**src/design/max_subarray_xor_trie_defines.svh**
```systemverilog
`ifndef MAX_SUBARRAY_XOR_TRIE_DEFINES_SVH
`define MAX_SUBARRAY_XOR_TRIE_DEFINES_SVH

// Same-cycle implication, sampled on clk, off during reset.
`define MXT_ASSERT_IMPL(label, ante, cons, msg) \
	label: assert property (@(posedge clk) disable iff (!arst_n) (ante) |-> (cons)) \
		else $error(msg);

// Next-cycle implication, sampled on clk, off during reset.
`define MXT_ASSERT_NEXT(label, ante, cons, msg) \
	label: assert property (@(posedge clk) disable iff (!arst_n) (ante) |=> (cons)) \
		else $error(msg);

`endif

```
**src/design/mxt_pkg.sv**
```systemverilog
`default_nettype none

package mxt_pkg;

	localparam int VALUE_BITS = 30;
	localparam int NODE_COUNT = 65536;
	localparam int MAX_ITEMS = 4096;

	localparam int NODE_W = $clog2(NODE_COUNT);
	localparam int COUNT_W = NODE_W + 1;
	localparam int POS_W = $clog2(MAX_ITEMS) + 1;
	localparam int LVL_W = (VALUE_BITS > 1) ? $clog2(VALUE_BITS) : 1;

	localparam int IN_W = ((VALUE_BITS + 7) / 8) * 8;
	localparam int OUT_W = ((VALUE_BITS + 2 * POS_W + 1 + 7) / 8) * 8;

	// One trie node: both child links and the earliest position through it.
	typedef struct packed {
		logic [POS_W-1:0]  leaf;
		logic [NODE_W-1:0] c1;
		logic [NODE_W-1:0] c0;
	} node_t;

	typedef struct packed {
		logic              wr_en;
		logic [NODE_W-1:0] wr_addr;
		node_t             wr_data;
		logic              rd_en;
		logic [NODE_W-1:0] rd_addr;
	} mem_req_t;

	typedef struct packed {
		logic [VALUE_BITS-1:0] best;
		logic [POS_W-1:0]      left;
		logic [POS_W-1:0]      right;
		logic                  overflow;
		logic                  final_flag;
	} result_t;

endpackage

`default_nettype wire

```
**src/design/mxt_engine.sv**
```systemverilog
`default_nettype none

module mxt_engine (
	input  wire logic                             clk,
	input  wire logic                             arst_n,
	input  wire logic                             item_valid,
	output logic                                  item_ready,
	input  wire logic [mxt_pkg::VALUE_BITS-1:0]   item_value,
	input  wire logic                             item_last,
	output logic                                  res_valid,
	input  wire logic                             res_ready,
	output mxt_pkg::result_t                      result,
	output mxt_pkg::mem_req_t                     mem_req,
	input  wire mxt_pkg::node_t                   rd_data
);

	typedef enum logic [2:0] {
		ST_IDLE,
		ST_INSERT,
		ST_LEAF_WR,
		ST_QUERY,
		ST_LEAF,
		ST_DONE
	} state_t;

	localparam logic [mxt_pkg::LVL_W-1:0] TOP_LVL = mxt_pkg::LVL_W'(mxt_pkg::VALUE_BITS - 1);

	state_t                           state_q;
	logic [mxt_pkg::VALUE_BITS-1:0]   prefix_q;
	logic [mxt_pkg::POS_W-1:0]        position_q;
	logic [mxt_pkg::VALUE_BITS-1:0]   best_q;
	logic [mxt_pkg::POS_W-1:0]        left_q;
	logic [mxt_pkg::POS_W-1:0]        right_q;
	logic                             overflow_q;
	logic                             last_q;
	logic [mxt_pkg::COUNT_W-1:0]      nodes_q;
	logic [mxt_pkg::NODE_W-1:0]       root_c0_q;
	logic [mxt_pkg::NODE_W-1:0]       root_c1_q;
	logic [mxt_pkg::NODE_W-1:0]       cur_q;
	logic [mxt_pkg::LVL_W-1:0]        lvl_q;
	logic                             at_root_q;
	logic                             fresh_q;
	logic                             zero_walk_q;
	logic [mxt_pkg::VALUE_BITS-1:0]   acc_q;

	mxt_pkg::node_t                   entry;
	mxt_pkg::node_t                   entry_upd;
	logic [mxt_pkg::VALUE_BITS-1:0]   key;
	logic [mxt_pkg::POS_W-1:0]        walk_pos;
	logic                             bitv;
	logic [mxt_pkg::NODE_W-1:0]       slot;
	logic [mxt_pkg::NODE_W-1:0]       opp;
	logic [mxt_pkg::NODE_W-1:0]       fresh_idx;
	logic                             store_full;
	logic                             last_level;
	logic [mxt_pkg::POS_W-1:0]        cand_left;
	logic                             better;
	state_t                           ins_next;

	always_comb begin
		key = zero_walk_q ? '0 : prefix_q;
		walk_pos = zero_walk_q ? '0 : position_q;
		bitv = key[lvl_q];
		// root lives in flops, a node made this walk is known without a read
		entry = rd_data;
		if (at_root_q) begin
			entry.leaf = '0;
			entry.c0 = root_c0_q;
			entry.c1 = root_c1_q;
		end else if (fresh_q) begin
			entry = '0;
			entry.leaf = walk_pos;
		end
		slot = bitv ? entry.c1 : entry.c0;
		opp = bitv ? entry.c0 : entry.c1;
		fresh_idx = nodes_q[mxt_pkg::NODE_W-1:0];
		store_full = nodes_q >= mxt_pkg::COUNT_W'(mxt_pkg::NODE_COUNT);
		entry_upd = entry;
		if (bitv) begin
			entry_upd.c1 = fresh_idx;
		end else begin
			entry_upd.c0 = fresh_idx;
		end
		last_level = lvl_q == '0;
		ins_next = zero_walk_q ? ST_QUERY : ST_DONE;
		cand_left = rd_data.leaf + mxt_pkg::POS_W'(1);
		better = (acc_q > best_q) || ((acc_q == best_q) && (left_q > cand_left));

		mem_req.wr_en = 1'b0;
		mem_req.wr_addr = cur_q;
		mem_req.wr_data = entry;
		mem_req.rd_en = 1'b0;
		mem_req.rd_addr = slot;
		case (state_q)
			ST_INSERT: begin
				if (slot != '0) begin
					mem_req.rd_en = 1'b1;
				end else if (store_full) begin
					// a node made on the previous level still needs its entry
					mem_req.wr_en = fresh_q && !at_root_q;
				end else begin
					mem_req.wr_en = !at_root_q;
					mem_req.wr_data = entry_upd;
				end
			end
			ST_LEAF_WR: begin
				mem_req.wr_en = 1'b1;
			end
			ST_QUERY: begin
				mem_req.rd_en = (opp != '0) || (slot != '0);
				mem_req.rd_addr = (opp != '0) ? opp : slot;
			end
			default: begin
			end
		endcase
	end

	always_ff @(posedge clk or negedge arst_n) begin
		if (!arst_n) begin
			state_q <= ST_IDLE;
			prefix_q <= '0;
			position_q <= '0;
			best_q <= '0;
			left_q <= mxt_pkg::POS_W'(1);
			right_q <= mxt_pkg::POS_W'(1);
			overflow_q <= 1'b0;
			last_q <= 1'b0;
			nodes_q <= mxt_pkg::COUNT_W'(1);
			root_c0_q <= '0;
			root_c1_q <= '0;
			cur_q <= '0;
			lvl_q <= '0;
			at_root_q <= 1'b1;
			fresh_q <= 1'b0;
			zero_walk_q <= 1'b0;
			acc_q <= '0;
		end else begin
			case (state_q)
				ST_IDLE: begin
					if (item_valid) begin
						last_q <= item_last;
						if (position_q >= mxt_pkg::POS_W'(mxt_pkg::MAX_ITEMS)) begin
							overflow_q <= 1'b1;
							state_q <= ST_DONE;
						end else begin
							position_q <= position_q + mxt_pkg::POS_W'(1);
							prefix_q <= prefix_q ^ item_value;
							lvl_q <= TOP_LVL;
							at_root_q <= 1'b1;
							fresh_q <= 1'b0;
							acc_q <= '0;
							// first item of an array: insert the empty prefix first
							zero_walk_q <= position_q == '0;
							state_q <= (position_q == '0) ? ST_INSERT : ST_QUERY;
						end
					end
				end
				ST_INSERT: begin
					if (slot != '0) begin
						cur_q <= slot;
						at_root_q <= 1'b0;
						fresh_q <= 1'b0;
						if (last_level) begin
							state_q <= ins_next;
							lvl_q <= TOP_LVL;
							at_root_q <= 1'b1;
							zero_walk_q <= 1'b0;
						end else begin
							lvl_q <= lvl_q - mxt_pkg::LVL_W'(1);
						end
					end else if (store_full) begin
						overflow_q <= 1'b1;
						state_q <= ins_next;
						lvl_q <= TOP_LVL;
						at_root_q <= 1'b1;
						fresh_q <= 1'b0;
						zero_walk_q <= 1'b0;
					end else begin
						if (at_root_q) begin
							if (bitv) begin
								root_c1_q <= fresh_idx;
							end else begin
								root_c0_q <= fresh_idx;
							end
						end
						nodes_q <= nodes_q + mxt_pkg::COUNT_W'(1);
						cur_q <= fresh_idx;
						at_root_q <= 1'b0;
						fresh_q <= 1'b1;
						if (last_level) begin
							state_q <= ST_LEAF_WR;
						end else begin
							lvl_q <= lvl_q - mxt_pkg::LVL_W'(1);
						end
					end
				end
				ST_LEAF_WR: begin
					state_q <= ins_next;
					lvl_q <= TOP_LVL;
					at_root_q <= 1'b1;
					fresh_q <= 1'b0;
					zero_walk_q <= 1'b0;
				end
				ST_QUERY: begin
					at_root_q <= 1'b0;
					if (opp != '0) begin
						cur_q <= opp;
						acc_q[lvl_q] <= 1'b1;
					end else if (slot != '0) begin
						cur_q <= slot;
					end
					if ((opp == '0) && (slot == '0)) begin
						// dead end: no partner, go straight to the insert
						state_q <= ST_INSERT;
						lvl_q <= TOP_LVL;
						at_root_q <= 1'b1;
					end else if (last_level) begin
						state_q <= ST_LEAF;
					end else begin
						lvl_q <= lvl_q - mxt_pkg::LVL_W'(1);
					end
				end
				ST_LEAF: begin
					if (better) begin
						best_q <= acc_q;
						left_q <= cand_left;
						right_q <= position_q;
					end
					state_q <= ST_INSERT;
					lvl_q <= TOP_LVL;
					at_root_q <= 1'b1;
					fresh_q <= 1'b0;
				end
				ST_DONE: begin
					if (res_ready) begin
						state_q <= ST_IDLE;
						if (last_q) begin
							prefix_q <= '0;
							position_q <= '0;
							best_q <= '0;
							left_q <= mxt_pkg::POS_W'(1);
							right_q <= mxt_pkg::POS_W'(1);
							overflow_q <= 1'b0;
							nodes_q <= mxt_pkg::COUNT_W'(1);
							root_c0_q <= '0;
							root_c1_q <= '0;
						end
					end
				end
				default: begin
					state_q <= ST_IDLE;
				end
			endcase
		end
	end

	assign item_ready = state_q == ST_IDLE;
	assign res_valid = state_q == ST_DONE;
	assign result.best = best_q;
	assign result.left = left_q;
	assign result.right = right_q;
	assign result.overflow = overflow_q;
	assign result.final_flag = last_q;

endmodule

`default_nettype wire

```
**config.mk**
```make
export PLATFORM = sky130hd
export DESIGN_NAME = mxt_engine
export DESIGN_NICKNAME = d
export VERILOG_FILES = /design/src/design/max_subarray_xor_trie_defines.svh /design/src/design/mxt_pkg.sv /design/src/design/mxt_engine.sv
export SDC_FILE = /design/constraint.sdc
export NUM_CORES = 1
export LEC_CHECK = 0
export BUFFER_PORTS_ARGS = -buffer_cell sky130_fd_sc_hd__buf_2
export CAP_MARGIN = 20
export CORE_MARGIN = 1.5
export CORE_UTILIZATION = 37
export DETAILED_ROUTE_END_ITERATION = 12
export PLACE_DENSITY = 0.62
export SYNTH_ARGS = -nofsm -noshare
export SYNTH_HDL_FRONTEND = slang
export SYNTH_SLANG_ARGS = --single-unit
```
**constraint.sdc**
```tcl
create_clock -name clk -period 4.7 [get_ports clk]
set_input_delay 0.94 -clock clk [delete_from_list [all_inputs] [get_ports clk]]
set_output_delay 0.94 -clock clk [all_outputs]
set_load 0.1 [all_outputs]
```
==> results by group <==
Job
  • Max-Cap Viols: 0

Critical path
  • Slowest cell on crit path: dfstp_4
  • WP buf/inv: 2
  • Kind of critical path: reg2out
  • Top delay family on crit path: simple AND/OR/NAND/NOR gates
  • Worst setup SP type: flop
  • CP cell instances: nor2_2, buf_4, a22oi_1, nand4_1, or3_1, mux2_4, or4_1, a21oi_2, buf_12
  • Critical Path AT: 3.67 ns
  • Maximum single-stage delay on the critical path: 0.64 ns
  • Worst Path Required: 3.76 ns
  • Crit end category: output pin
  • Crit Path Max Fanout: 32

Final layout
  • Layout cells sized above 1: 0.254
  • Final #Nets: 1,653
  • Layout fillers: 3,118
  • Final Cell Area: 15,600 um^2
  • Area growth from synthesis to layout: 27.6%

GRT
  • First-pass GRT wire length: 58.9 mm
  • Total grt overflow: 0
  • Vias in the first global route: 10.5k
  • Met3 usage: 0.0336
  • Layer with the highest usage: met2
  • Initial antenna violation count: 1
  • GRT met1 Usage: 0.301
  • All-Layer GR Usage: 0.217
  • Met2 Use GR: 0.356
  • Largest net degree at the start of global routing: 96

Yosys
  • Fraction of registers with async set or reset after synthesis: 1.00
  • Synth Net Count: 1,450
  • Syn Inst Count: 1,317
  • Seq/Total Area, Yosys: 0.423
  • Yosys Warn Count: 0
  • Mapped cell area: 12,200 um^2
  • EDFF count, synth: 0
  • Seq cells post-synth: 207
  • Syn avg cell area: 9.30 um^2
  • Post-synth top area share: 0.415
  • Dominant synthesized flop cell: dfrtp_1
  • Largest cells by area after synthesis: dfrtp_1, mux2i_1, ha_1
  • Synth area leader: dfrtp_1
  • Distinct cells, synth: 68

CTS
  • Clock slew at reported path FFs: 0.06 ns
  • Clock latency on the worst-skew pair: 0.54 ns
  • Clk sink count: 207
  • CTS Buf Count: 26
  • Clk root buf: clkbuf_16
  • CTS tree: yes
  • Clock buffer depth: 3
  • Hold-fix buffers, CTS: 0
  • H-tree levels: 1

Place
  • Placement Cell Area: 14,600 um^2
  • GPL Wtd Cong: 0.916
  • PortBufs: 218
  • Hpwl dp: 27.3 mm

Drt
  • Drt wl/cell: 18.8 um
  • Number of remaining DRC errors: 0
  • Total number of vias: 10.6k
  • Initial DRT Pass Iterations: 5
  • DRT iter0 DRCs: 794
  • DR vias/cell: 5.36
  • Total Wirelength: 37.3 mm
  • Remaining antenna violation count after routing: 0

Floorplanning
  • Core area: 32,500 um^2
  • Die Ht: 185 um
  • DIE AREA: 34,200 um^2
  • # IOs: 219
  • Initial Utilization: 0.376
  • Die Wd: 185 um
  • Rows: 66

STA
  • Slew margin rel.: 0.302
  • Unrepaired setup endpoints after global routing: yes
  • Clock Skews: 0.0232 ns
  • Slew @ Worst Pin: 1.04 ns
  • Post-layout min period: 4.61 ns
  • Final Hold Violating Endpoints: 0
  • Hold slack: 0.491 ns
  • Setup violations, final: 0
  • Fmax: 217 MHz
  • Final Cycle Share: 0.981
  • Max-slew violations: 0

Run status
  • Status: completed

Min path
  • Min-Delay Path Class: in2async
==> final timing paths <==
kind                       cells past startpoint       start  slack [ns]          end
hold / removal                                 1      arst_n        0.49   best_q[11]
setup reg to reg                              10   at_root_q        1.22    cur_q[11]
min in group clk                               2  right_q[0]        0.49   right_q[0]
max in group asynchronous                      2      arst_n        3.22  prefix_q[7]
hold reg to reg                                2  right_q[0]        0.49   right_q[0]
setup / recovery                               9   at_root_q        0.09  mem_req[78]
==> cells in the final DEF (no fill, tap or decap), types with 5 or more instances in the layout <==
cell type	n
ha_1	53
a22o_1	19
nand2_1	158
nand2b_1	10
a2bb2oi_1	14
a21o_1	12
xnor2_1	12
clkbuf_16	26
o31ai_1	8
clkinv_4	5
buf_4	31
a21oi_1	75
a22oi_1	24
xor2_1	44
o21a_1	5
nor2b_1	20
o21ai_0	55
nor3_1	16
dfrtp_1	201
nand4_1	15
a22oi_2	11
nand3_1	23
buf_12	54
mux2_2	50
or3_1	12
a31oi_1	5
nor4_1	14
mux2i_1	88
inv_1	68
nor2_1	131
buf_2	168
and3_1	14
==> through the flow <==
stage          setup TNS (ns)  cells  utilization  setup slack, ns
6_report                    0   1983        0.480           0.0874
5_1_grt               -0.0640   1983        0.480          -0.0420
4_1_cts                     0   1982        0.480           0.0258
3_5_place_dp                0   1931        0.449            0.213
3_3_place_gp                0   1931        0.449            0.266
2_1_floorplan          -10.92   1317            -           -0.440
==> final cells by class <==
class | count | area, um^2 | area share
inverter | 71 | 267 | 0.0171
multi-input combinational | 960 | 6520 | 0.417
timing repair buffer | 254 | 2170 | 0.139
tap | 442 | 553 | 0.0354
sequential | 207 | 5190 | 0.332
antenna | 1 | 2.50 | 0.000160
clock inverter | 19 | 243 | 0.0155
clock buffer | 29 | 682 | 0.0436
==> per-layer routing <==
metal	routed length [um]	vias to the layer above
met2	17500	405
met5	0	-
met1	16500	5131
met3	2530	64
met4	754	0
li1	-	5020
==> registers in the layout, summed over array words and instances, names as in the netlist, 3 cells and up <==
register and flops:
acc_q 30, best_q 30, cur_q 16, left_q 13, lvl_q 5, nodes_q 17
position_q 13, prefix_q 30, right_q 13, root_c0_q 16, root_c1_q 16, state_q 3
==> cells by family (layout without fill, tap and decap cells) <==
logic type                 count (synthesis)  count (layout)  synth area share
DFF                                      207             207             0.423
other                                      0               1                 0
xor gates and xnor gates                  56              56            0.0400
and+or+nand+nor                          443             443             0.166
AOI/OAI and AO/OA                        265             265             0.142
muxes                                    143             143             0.122
adders and majority gates                 53              53            0.0541
buffers and inverters                    150             373            0.0520
==> cells in the mapped netlist (all sizes together) (23+ instances only) <==
library cell,count
a21oi,79
a22oi,35
buf,38
clkbuf,41
dfrtp,203
ha,53
inv,69
mux2,51
mux2i,92
nand2,159
nand3,23
nor2,134
o21ai,57
xor2,44
==> worst reg2reg max path, stage by stage (launching register included) <==
cell	delay, ns
dfstp_4	0.64
nor2_2	0.06
buf_4	0.26
a22oi_2	0.28
nand4_1	0.19
o31ai_1	0.44
o21ai_0	0.18
a21oi_1	0.69
buf_4	0.31
a21oi_1	0.09
a22o_1	0.22
==> repair_timing <==
action / in CTS / in global routing
buffers inserted: 3 / 0
pin swaps: 1 / 0
hold endpoints to repair: 0 / 0
gates resized for setup: 11 / 5
endpoints found under the setup margin: 50 / 7
Power is not shown: default switching activity piles up to over one toggle a cycle in this logic, so the estimate is an artifact.
